[src/rtl/smme_pkg.sv]
// ----------------------------------------------------------------------------
// smme_pkg
// shared types and constants for the square-and-multiply trace block
// ----------------------------------------------------------------------------
package smme_pkg;

    localparam int unsigned FIELD_W = 32;
    localparam int unsigned ROW_W   = 5;

    // job handed from the front part to the back part
    typedef struct packed {
        logic [FIELD_W-1:0] base;
        logic [FIELD_W-1:0] expo;
        logic [FIELD_W-1:0] modulus;
        logic [5:0]         top;
        logic               empty;
    } t_job;

endpackage

[src/rtl/square_multiply_modexp_trace.sv]
// ----------------------------------------------------------------------------
// square_multiply_modexp_trace
// left-to-right square-and-multiply modular exponentiation with row trace
// ----------------------------------------------------------------------------
// Each input word (base, exponent, modulus) yields one output word per exponent
// bit from the top set bit down to bit 0, or a single empty row for a zero
// exponent. A front queue of two words takes input while the back part works.
// Every modular product goes through one shared bit-serial reducer of 64
// remainder steps (skipped for a zero modulus). The first row takes only the
// initial base reduction; each later row takes a square, plus a multiply
// when its exponent bit is set.
module square_multiply_modexp_trace import smme_pkg::*; #(
    parameter int unsigned EXP_WIDTH = 32,
    parameter int unsigned MOD_WIDTH = 32
) (
    input  logic         i_clk,
    input  logic         i_rst_n,
    input  logic         s_axis_tvalid,
    output logic         s_axis_tready,
    // base_value [31:0], exponent_value [63:32], modulus_value [95:64]
    input  logic [95:0]  s_axis_tdata,
    output logic         m_axis_tvalid,
    input  logic         m_axis_tready,
    // exponent_bit [0], square_result [32:1], multiply_result [64:33],
    // row_index [69:65], zero fill [71:70]
    output logic [71:0]  m_axis_tdata,
    // empty_flag
    output logic         m_axis_tuser,
    // last_row
    output logic         m_axis_tlast
);
    logic               w_jv;
    logic               w_take;
    t_job               w_job;
    logic               w_bit;
    logic [FIELD_W-1:0] w_sq;
    logic [FIELD_W-1:0] w_val;
    logic [ROW_W-1:0]   w_row;

    smme_front #(.EXP_WIDTH(EXP_WIDTH), .MOD_WIDTH(MOD_WIDTH)) u_front (
        .i_clk(i_clk), .i_rst_n(i_rst_n),
        .i_valid(s_axis_tvalid), .o_ready(s_axis_tready),
        .i_base(s_axis_tdata[31:0]), .i_expo(s_axis_tdata[63:32]),
        .i_modulus(s_axis_tdata[95:64]),
        .o_job_valid(w_jv), .i_job_take(w_take), .o_job(w_job)
    );

    smme_back #(.MOD_WIDTH(MOD_WIDTH)) u_back (
        .i_clk(i_clk), .i_rst_n(i_rst_n),
        .i_job_valid(w_jv), .o_job_take(w_take), .i_job(w_job),
        .o_valid(m_axis_tvalid), .i_ready(m_axis_tready),
        .o_bit(w_bit), .o_sq(w_sq), .o_val(w_val), .o_row(w_row),
        .o_empty(m_axis_tuser), .o_last(m_axis_tlast)
    );

    assign m_axis_tdata = {2'b00, w_row, w_val, w_sq, w_bit};
endmodule

[src/rtl/smme_front.sv]
// ----------------------------------------------------------------------------
// smme_front
// accepts input words, masks fields, finds the top set bit, queues jobs
// ----------------------------------------------------------------------------
module smme_front import smme_pkg::*; #(
    parameter int unsigned EXP_WIDTH = 32,
    parameter int unsigned MOD_WIDTH = 32
) (
    input  logic                 i_clk,
    input  logic                 i_rst_n,
    input  logic                 i_valid,
    output logic                 o_ready,
    input  logic [FIELD_W-1:0]   i_base,
    input  logic [FIELD_W-1:0]   i_expo,
    input  logic [FIELD_W-1:0]   i_modulus,
    output logic                 o_job_valid,
    input  logic                 i_job_take,
    output t_job                 o_job
);
    localparam int unsigned EW = (EXP_WIDTH < FIELD_W) ? EXP_WIDTH : FIELD_W;

    // two-entry queue
    t_job       r_q [2];
    logic [1:0] r_cnt;
    logic       r_rd;
    logic       r_wr;

    logic [FIELD_W-1:0] w_expo;
    logic [FIELD_W-1:0] w_mod;
    logic [5:0]         w_top;
    t_job               w_job;
    logic               w_push;

    always_comb begin
        w_expo = i_expo;
        w_mod  = i_modulus;
        for (int k = EW; k < FIELD_W; k++) w_expo[k] = 1'b0;
        for (int k = MOD_WIDTH; k < FIELD_W; k++) w_mod[k] = 1'b0;
        w_top = '0;
        for (int k = 0; k < FIELD_W; k++) begin
            if (w_expo[k]) w_top = 6'(k);
        end
        w_job.base    = i_base;
        w_job.expo    = w_expo;
        w_job.modulus = w_mod;
        w_job.top     = w_top;
        w_job.empty   = (w_expo == '0);
    end

    assign o_ready     = (r_cnt != 2'd2);
    assign w_push      = i_valid && o_ready;
    assign o_job_valid = (r_cnt != 2'd0);
    assign o_job       = r_q[r_rd];

    always_ff @(posedge i_clk) begin
        if (w_push) r_q[r_wr] <= w_job;
        if (!i_rst_n) begin
            r_cnt <= '0;
            r_rd  <= 1'b0;
            r_wr  <= 1'b0;
        end else begin
            if (w_push) r_wr <= ~r_wr;
            if (i_job_take && o_job_valid) r_rd <= ~r_rd;
            r_cnt <= r_cnt + 2'(w_push) - 2'(i_job_take && o_job_valid);
        end
    end
endmodule

[src/rtl/smme_mulmod.sv]
// ----------------------------------------------------------------------------
// smme_mulmod
// shared modular multiplier, one restoring remainder bit a cycle
// ----------------------------------------------------------------------------
module smme_mulmod import smme_pkg::*; #(
    parameter int unsigned MOD_WIDTH = 32
) (
    input  logic               i_clk,
    input  logic               i_rst_n,
    input  logic               i_start,
    input  logic [FIELD_W-1:0] i_a,
    input  logic [FIELD_W-1:0] i_b,
    input  logic [FIELD_W-1:0] i_m,
    output logic               o_done,
    output logic [FIELD_W-1:0] o_r
);
    localparam int unsigned PW = 2 * FIELD_W;

    logic [PW-1:0]      r_prod;
    logic [FIELD_W:0]   r_rem;
    logic [FIELD_W-1:0] r_m;
    logic [6:0]         r_cnt;
    logic               r_busy;
    logic [FIELD_W:0]   w_sh;
    logic [FIELD_W-1:0] w_mask;

    always_comb begin
        w_mask = '0;
        for (int k = 0; k < MOD_WIDTH; k++) w_mask[k] = 1'b1;
        w_sh = {r_rem[FIELD_W-1:0], r_prod[PW-1]};
    end

    assign o_r = r_rem[FIELD_W-1:0];

    always_ff @(posedge i_clk) begin
        if (!i_rst_n) begin
            r_busy <= 1'b0;
            o_done <= 1'b0;
        end else begin
            o_done <= 1'b0;
            if (i_start) begin
                r_busy <= 1'b1;
                r_m    <= i_m;
                r_prod <= PW'(i_a) * PW'(i_b);
                r_rem  <= '0;
                r_cnt  <= 7'(PW);
            end else if (r_busy) begin
                if (r_m == '0) begin
                    // modulus taken as 2^MOD_WIDTH
                    r_rem  <= {1'b0, r_prod[FIELD_W-1:0] & w_mask};
                    r_busy <= 1'b0;
                    o_done <= 1'b1;
                end else if (r_cnt == '0) begin
                    r_busy <= 1'b0;
                    o_done <= 1'b1;
                end else begin
                    r_prod <= {r_prod[PW-2:0], 1'b0};
                    r_cnt  <= r_cnt - 7'd1;
                    if (w_sh >= {1'b0, r_m}) r_rem <= w_sh - {1'b0, r_m};
                    else                     r_rem <= w_sh;
                end
            end
        end
    end
endmodule

[src/rtl/smme_back.sv]
// ----------------------------------------------------------------------------
// smme_back
// sequences square and multiply steps per exponent bit and drives rows
// ----------------------------------------------------------------------------
module smme_back import smme_pkg::*; #(
    parameter int unsigned MOD_WIDTH = 32
) (
    input  logic               i_clk,
    input  logic               i_rst_n,
    input  logic               i_job_valid,
    output logic               o_job_take,
    input  t_job               i_job,
    output logic               o_valid,
    input  logic               i_ready,
    output logic               o_bit,
    output logic [FIELD_W-1:0] o_sq,
    output logic [FIELD_W-1:0] o_val,
    output logic [ROW_W-1:0]   o_row,
    output logic               o_empty,
    output logic               o_last
);
    typedef enum logic [5:0] {
        S_IDLE = 6'b000001,
        S_RED  = 6'b000010,
        S_SQ   = 6'b000100,
        S_MUL  = 6'b001000,
        S_OUT  = 6'b010000,
        S_WAIT = 6'b100000
    } t_state;

    t_state             r_st;
    t_job               r_job;
    logic [FIELD_W-1:0] r_b;
    logic [FIELD_W-1:0] r_val;
    logic [FIELD_W-1:0] r_sq;
    logic [5:0]         r_pos;
    logic [ROW_W-1:0]   r_row;
    // launch pulse registered: start in the first cycle of a compute state
    logic               r_go;

    logic               w_start;
    logic [FIELD_W-1:0] w_a;
    logic [FIELD_W-1:0] w_bb;
    logic               w_done;
    logic [FIELD_W-1:0] w_r;
    logic               w_bit;

    assign w_bit = r_job.expo[r_pos[4:0]];

    smme_mulmod #(.MOD_WIDTH(MOD_WIDTH)) u_mm (
        .i_clk(i_clk), .i_rst_n(i_rst_n), .i_start(w_start),
        .i_a(w_a), .i_b(w_bb), .i_m(r_job.modulus), .o_done(w_done), .o_r(w_r)
    );

    assign o_job_take = (r_st == S_IDLE) && i_job_valid;

    always_comb begin
        w_a     = r_val;
        w_bb    = r_val;
        case (r_st)
            S_IDLE: ;
            S_RED:  begin w_a = r_job.base; w_bb = FIELD_W'(1); end
            S_SQ:   ;
            S_MUL:  begin w_a = r_sq; w_bb = r_b; end
            S_OUT:  ;
            S_WAIT: ;
            default: ;
        endcase
    end

    assign w_start = r_go;

    always_ff @(posedge i_clk) begin
        if (!i_rst_n) begin
            r_st    <= S_IDLE;
            o_valid <= 1'b0;
            r_go    <= 1'b0;
        end else begin
            r_go <= 1'b0;
            if (o_valid && i_ready) o_valid <= 1'b0;
            case (r_st)
                S_IDLE: begin
                    if (i_job_valid) begin
                        r_job   <= i_job;
                        r_pos   <= i_job.top;
                        r_row   <= '0;
                        if (i_job.empty) begin
                            r_st <= S_OUT;
                        end else begin
                            r_st <= S_RED;
                            r_go <= 1'b1;
                        end
                    end
                end
                S_RED: begin
                    if (w_done) begin
                        r_b   <= w_r;
                        r_val <= w_r;
                        r_sq  <= FIELD_W'(1);
                        r_st  <= S_OUT;
                    end
                end
                S_SQ: begin
                    if (w_done) begin
                        r_sq <= w_r;
                        if (w_bit) begin
                            r_st <= S_MUL;
                            r_go <= 1'b1;
                        end else begin
                            r_val <= w_r;
                            r_st  <= S_OUT;
                        end
                    end
                end
                S_MUL: begin
                    if (w_done) begin
                        r_val <= w_r;
                        r_st  <= S_OUT;
                    end
                end
                S_OUT: begin
                    if (!o_valid || i_ready) begin
                        o_valid <= 1'b1;
                        o_empty <= r_job.empty;
                        o_last  <= r_job.empty || (r_pos == '0);
                        o_bit   <= r_job.empty ? 1'b0 : w_bit;
                        o_sq    <= r_job.empty ? '0 : r_sq;
                        o_val   <= r_job.empty ? '0 : r_val;
                        o_row   <= r_job.empty ? '0 : r_row;
                        if (r_job.empty || r_pos == '0) begin
                            r_st <= S_IDLE;
                        end else begin
                            r_pos <= r_pos - 6'd1;
                            r_row <= r_row + ROW_W'(1);
                            r_st  <= S_SQ;
                            r_go  <= 1'b1;
                        end
                    end
                end
                S_WAIT: r_st <= S_IDLE;
                default: r_st <= S_IDLE;
            endcase
        end
    end

`ifndef ASSERT_OFF
    a_last_ends: assert property (@(posedge i_clk) disable iff (!i_rst_n)
        (o_valid && o_empty) |-> o_last)
        else $error("empty row without last");
    a_idle_take: assert property (@(posedge i_clk) disable iff (!i_rst_n)
        o_job_take |-> (r_st == S_IDLE))
        else $error("job taken while busy");
    a_hold: assert property (@(posedge i_clk) disable iff (!i_rst_n)
        (o_valid && !i_ready) |=> (o_valid && $stable(o_val) && $stable(o_row)))
        else $error("row changed under stall");
`endif
endmodule

[config.mk]
export PLATFORM = sky130hd
export DESIGN_NAME = square_multiply_modexp_trace
export DESIGN_NICKNAME = d
export VERILOG_FILES = /design/src/rtl/smme_pkg.sv /design/src/rtl/square_multiply_modexp_trace.sv /design/src/rtl/smme_front.sv /design/src/rtl/smme_mulmod.sv /design/src/rtl/smme_back.sv
export SDC_FILE = /design/constraint.sdc
export NUM_CORES = 2
export LEC_CHECK = 0
export BUFFER_PORTS_ARGS = -buffer_cell sky130_fd_sc_hd__buf_2
export CORE_MARGIN = 5
export CORE_UTILIZATION = 25
export DETAILED_ROUTE_END_ITERATION = 16
export PLACE_DENSITY = 0.4
export SLEW_MARGIN = 25
export SYNTH_ARGS = -nofsm -noshare
export SYNTH_HDL_FRONTEND = slang
export SYNTH_SLANG_ARGS = --single-unit
[constraint.sdc]
create_clock -name i_clk -period 27.1 [get_ports i_clk]
set_input_delay 2.71 -clock i_clk [delete_from_list [all_inputs] [get_ports i_clk]]
set_output_delay 2.71 -clock i_clk [all_outputs]
set_load 0.02 [all_outputs]
Word level (Yosys, flattened, before mapping). Memories as Yosys holds them, arrays and structs flattened. A register that Yosys moved wholly into a read port is not among the register bits. Index checks and enable logic that the tools add are counted. W data, S select, Z words.

Bits in registers: 425. RAM bits: 204. Bits of input ports: 100. Output and inout port bits: 76. Logic and storage cells: 173. Memories kept: 1.

Add/subtract/negate cells: 6. Multiply operators: 1. Magnitude comparators: 2. Equality and inequality tests: 16. Mux-type cells: 88. Bitwise gates (word level): 4. Reduce and logical (&&, ||, !) cells: 28.

Memory list: u_front.r_q (words 2, width 102, rd ports 1, clocked after memory_dff 1, write ports 1, line smme_front.sv:23) `t_job r_q [2];`.

Operators with widths (count): $mux W32 (8); $mux W64 (4); $pmux W32 S2 (4); $mux W5 (21); $logic_not A32 Y1 (2); $mul A32 B32 Y64 (1); $mux W6 (7); $ge A33 B32 Y1 (1); $mux W4 (8); $sub A32 B32 Y32 (1); $pmux W6 S4 (1); $mux W1 (21); $mux W7 (3); $mux W3 (5); $pmux W6 S2 (1); $reduce_and A3 Y1 (4); $reduce_and A4 Y1 (3); $ne A2 B1 Y1 const B (5); $ne A2 B2 Y1 const B (5); $pmux W5 S2 (1); $reduce_and A5 Y1 (2); $reduce_bool A2 Y1 (5); $logic_not A7 Y1 (1); $sub A7 B1 Y7 const B (1); 22 further kinds (30).

Logic depth before layout (Yosys ltp).
Depth in word-level cells: 31. Mapped depth: 37. Mapped depth without buffers: 33.

Modules after synthesis. A second synthesis with hierarchy kept.

Cells, all modules: 5543. Area total of the unflattened synthesis: 60185.2 um^2.

By module, submodules not included: smme_mulmod (times used 1, cells an instance 4427, area an instance 41439.7 um^2, seq. area each 4093.9 um^2); smme_back (times used 1, cells an instance 705, area an instance 10821.6 um^2, seq. area each 8428.1 um^2); smme_front (times used 1, cells an instance 407, area an instance 7897.6 um^2, seq. area each 6226.0 um^2); square_multiply_modexp_trace (times used 1, cells an instance 4, area an instance 26.3 um^2, seq. area each 0.0 um^2).

Least setup slack after synthesis. No wires, ideal clock.

Kind: reg2reg. From: register u_back.r_st[4]. To: register u_back.u_mm.r_prod[59], data pin. Library setup time: 0.260 ns. Arrival time: 8.617 ns. Data required time: 26.840 ns. Slack: 18.224 ns. Stages on the path, launching flop included: 35. Buffers on the path: 5. Clock period less this slack: 8.876 ns. Cell sequence: dfxtp_1 clkbuf_1 nor3_1 and3b_1 clkbuf_1 nor2_1 clkbuf_1 clkbuf_1 a21oi_1 clkbuf_1 nor2_1 fa_1 inv_1 fa_1 fa_1 fa_1 inv_1 fa_1 fa_1 fa_1 inv_1 fa_1 inv_1 ha_1 and3_1 and2_1 a221o_1 a21oi_1 nand2b_1 a21oi_1 nor2_1 a31oi_1 o31ai_1 xor2_1 mux2_2.

Cells in the longest elaborated chain, start to end: 4. Elaborated cells between the ends (all ways): 6. Classes of those cells: 1 x mul; 2 x eq/ne; 3 x mux.

RTL lines: start: declaration (line smme_back.sv:31) `t_state r_st;`; start signal: assignment (line smme_back.sv:75) `r_st <= S_IDLE;`; start signal: assignment (line smme_back.sv:88) `r_st <= S_OUT;`; start signal: assignment (line smme_back.sv:90) `r_st <= S_RED;`; $eq A6 B4 Y1 / $eq A6 B2 Y1 (equally long branches) (line smme_back.sv:60) `case (r_st)`; $pmux W32 S2 (line smme_back.sv:60); $mul A32 B32 Y64 * (line smme_mulmod.sv:44) `r_prod <= PW'(i_a) * PW'(i_b);`; $mux W64 * (line smme_mulmod.sv:41) `if (i_start) begin`; end signal: assignment (line smme_mulmod.sv:44); end signal: assignment (line smme_mulmod.sv:57) `r_prod <= {r_prod[PW-2:0], 1'b0};`; end: declaration (line smme_mulmod.sv:19) `logic [PW-1:0] r_prod;`.

Mark *: on every way between the ends. The rest lies on a longest branch, timed or not. A chain may end at the register's enable or synchronous reset.

Worst setup path after layout.
From: register u_back.r_st[3]. To: register u_back.u_mm.r_prod[59], data pin.

Same word-level chain as after synthesis.

==> results.txt <==
Status -> finished clean
Initial antenna violation count -> 18
Worst path most repeated cell -> fa_1
Final worst path period share -> 0.4224
Filler instances -> 24,350
Final wirelength -> 213.2 mm
FF+latch count, synth -> 629
Port Buffer Count -> 173
Unrepaired setup endpoints after global routing -> no
Clock sink total -> 629
Crit end category -> register
Synth Warn # -> 0
Commonest cells post-synth -> 908 x inv_1, 897 x fa_1, 699 x nor2_1, 615 x edfxtp_1, 554 x nand2_1
Hold EP -> u_back.u_mm.r_m[23]
Core area -> 232,100 µm²
CP Class -> reg -> reg
Fraction of registers with async set/reset -> 0
Clk slew on worst S/H paths -> 0.06 ns
Fin. max-slew vios -> 0
CP Data Required Time -> 27.50 ns
Layout Nets -> 6,750
Vias in the first global route -> 42,980
Total grt overflow -> 0
Initial core utilization -> 0.2505
Syn Inst Count -> 5,361
Setup bufs post-CTS -> 0
Drt wl/cell -> 24.93 µm
Synthesized area -> 58,130 µm²
Setup-failing EPs final -> 0
Worst relative slew slack -> 0.2008
Reg2Reg Setup Slack -> 15.65 ns
Main combinational cell family by area after synthesis -> adder cells
Synth Flop Type -> edfxtp_1
Count leader, synth -> inv_1
DRC viols -> 0
Largest stage delay on the critical path -> 0.91 ns
Hold crit path type -> reg -> reg
Root buffer selected by CTS -> clkbuf_16
Share of the yosys chip area belonging to registers -> 0.3225
FF-to-FF path depth -> 32
Clock Path Buffers -> 3
Worst Tran Pin Value -> 1.199 ns
Mean Syn Cell Area -> 10.84 µm²
Area of the multi-input gates -> 35,330 µm²
Die height -> 492.2 µm
GPL Wtd Cong -> 0.8904
Adder-cell share of the synthesized area -> 0.3739
R2R Path Start -> u_back.r_st[3]
Startpoint Class -> register
Cts bufs inserted -> 69
Layout cells sized above 1 -> 0.1159
Final Skew -> 0.03830 ns
Synth unique cells -> 88
Tmin final -> 11.45 ns
Pin count of the biggest net entering global routing -> 77
Top-Level Pins -> 176
Skew-Pair Late Insertion Delay -> 0.66 ns
Total track usage -> 0.1759
Synth Area in Simple Gates -> 0.1144
Crit path max fanout -> 53
ANT nets after route -> 0
FF-to-FF End -> u_back.u_mm.r_prod[59]
Synth Area in Compound Gates -> 0.06250
Synth area leader -> edfxtp_1
Fin util -> 0.2815
Fin Setup TNS -> 0 ns
Mux share of post-synthesis cell area -> 0.03504
Critical Path AT -> 11.85 ns
CTS tree -> yes
Post-cts resize count -> 0
Die ar. -> 242,300 µm²
EDFF count, synth -> 615
Critical path's slowest cell -> a21o_1
Vias post-DR -> 39,530
Initial DRC Count -> 2,876
Dominant cells by area after synthesis -> edfxtp_1 32%, fa_1 31%, ha_1 6.5%
Final-report hold violation count -> 0
First-pass GRT wire length -> 310.9 mm
Drt first pass iters -> 5
Hold Buf Count CTS -> 0
Chip Width -> 492.2 µm
H-tree lvl count -> 3
Maxcap violations -> 0
Reg area -> 18,760 µm²
Hold Path Depth -> 0
Layout area overhead -> 12.37%
Row cnt -> 177
Hold_sp -> u_back.r_job[30]
Fmax -> 87.35 MHz
Synth Area in XOR/XNOR -> 0.01416
Post-DP HPWL -> 159.4 mm
Synth top area share -> 0.3177
Vias/cell -> 4.621
[cells by family (layout without fill, tap and decap cells)]
logic type	Yosys count	in the layout
and+or+nand+nor	1565	1565
adders and majority gates	1199	1199
buffers and inverters	1182	1325
DFF	629	629
AOI/OAI and AO/OA	519	519
muxes	172	172
xor gates and xnor gates	94	94
other	1	9
[through the flow]
step	setup WS, ns	cell area (µm²)	hold slack [ns]	cells
2_1_floorplan	18.22	58140	0.4003	5362
6_report	15.65	65320	0.4157	8555
3_5_place_dp	15.79	63080	0.4054	8422
5_1_grt	15.38	65310	0.4273	8549
4_1_cts	15.73	65280	0.4200	8547
3_3_place_gp	15.82	63040	0.4074	8420
[how the worst max path moves through the flow]
stage,start,to,slack [ns],cells after the start
after detailed placement,u_back.r_st[2],u_back.u_mm.r_prod[59],15.79,30
final,u_back.r_st[3],u_back.u_mm.r_prod[59],15.65,32
after CTS,u_back.r_st[2],u_back.u_mm.r_prod[59],15.73,32
after floorplan,u_back.r_st[4],u_back.u_mm.r_prod[59],18.22,34
after global placement,u_back.r_st[2],u_back.u_mm.r_prod[59],15.82,30
after global routing,u_back.r_st[2],u_back.u_mm.r_prod[59],15.38,32
[final cells by class]
class,instances,share of cell area
antenna,7,0.0002682
clock buffer,85,0.02735
clock inverter,40,0.006321
inverter,908,0.05217
multi-input combinational,3551,0.5409
sequential,629,0.2871
tap,3043,0.05828
timing repair buffer,292,0.02760
[registers in the layout, indices dropped and copies added, names as in the netlist, 5 cells and up, named ones only]
name,flops
u_front.r_q,204
u_back.r_job,97
u_back.u_mm.r_prod,64
u_back.o_sq,32
u_back.o_val,32
u_back.r_b,32
u_back.r_sq,32
u_back.r_val,32
u_back.u_mm.r_m,32
u_back.u_mm.r_rem,32
u_back.u_mm.r_cnt,7
u_back.r_pos,6
u_back.o_row,5
u_back.r_row,5
u_back.r_st,5
[metal layers]
metal  share of wire  wire length (µm)  track usage
met1            0.44             93420       0.2379
met2            0.47             99250       0.2879
met3           0.058             12270      0.02642
met4           0.039              8251      0.06143
met5         0.00024                51            0
[placed cells by master (no fill, tap or decap), types with 10 or more instances in the layout]
| master | n |
|---|---|
| a211oi_1 | 15 |
| clkbuf_16 | 69 |
| o21bai_1 | 19 |
| mux2_2 | 152 |
| o21ai_0 | 64 |
| a21oi_2 | 19 |
| nand3_1 | 25 |
| nand4_1 | 19 |
| buf_2 | 173 |
| a311oi_1 | 20 |
| nor2b_1 | 86 |
| inv_1 | 908 |
| o21ai_1 | 15 |
| mux4_2 | 10 |
| buf_4 | 116 |
| and2_1 | 67 |
| edfxtp_1 | 615 |
| clkinv_1 | 16 |
| a22oi_1 | 10 |
| dfxtp_1 | 12 |
| clkbuf_1 | 16 |
| nor4_1 | 16 |
| nand2b_1 | 15 |
| nand2_1 | 554 |
| a31oi_1 | 17 |
| o21a_1 | 12 |
| a21oi_1 | 115 |
| nor2_1 | 695 |
| nor3_1 | 26 |
| and3_1 | 13 |
| ha_1 | 302 |
| xor2_1 | 34 |
| a221o_1 | 21 |
| a21o_1 | 73 |
| a22o_1 | 16 |
| mux2i_1 | 10 |
| xnor2_1 | 60 |
| fa_1 | 897 |
| a221oi_4 | 12 |
| o31ai_1 | 12 |
[critical path, delay by kind of cell (launching register included)]
| kind | cells | cell delay [ns] |
|---|---|---|
| compound gates | 5 | 1.95 |
| flops | 1 | 0.46 |
| simple gates | 11 | 2.65 |
| mux | 1 | 0.28 |
| buf+inv | 5 | 1.13 |
| fa+ha+maj | 9 | 4.46 |
| xor+xnor | 1 | 0.12 |
Power is not shown: default switching activity piles up to over one toggle a cycle in this logic, so the estimate is an artifact.
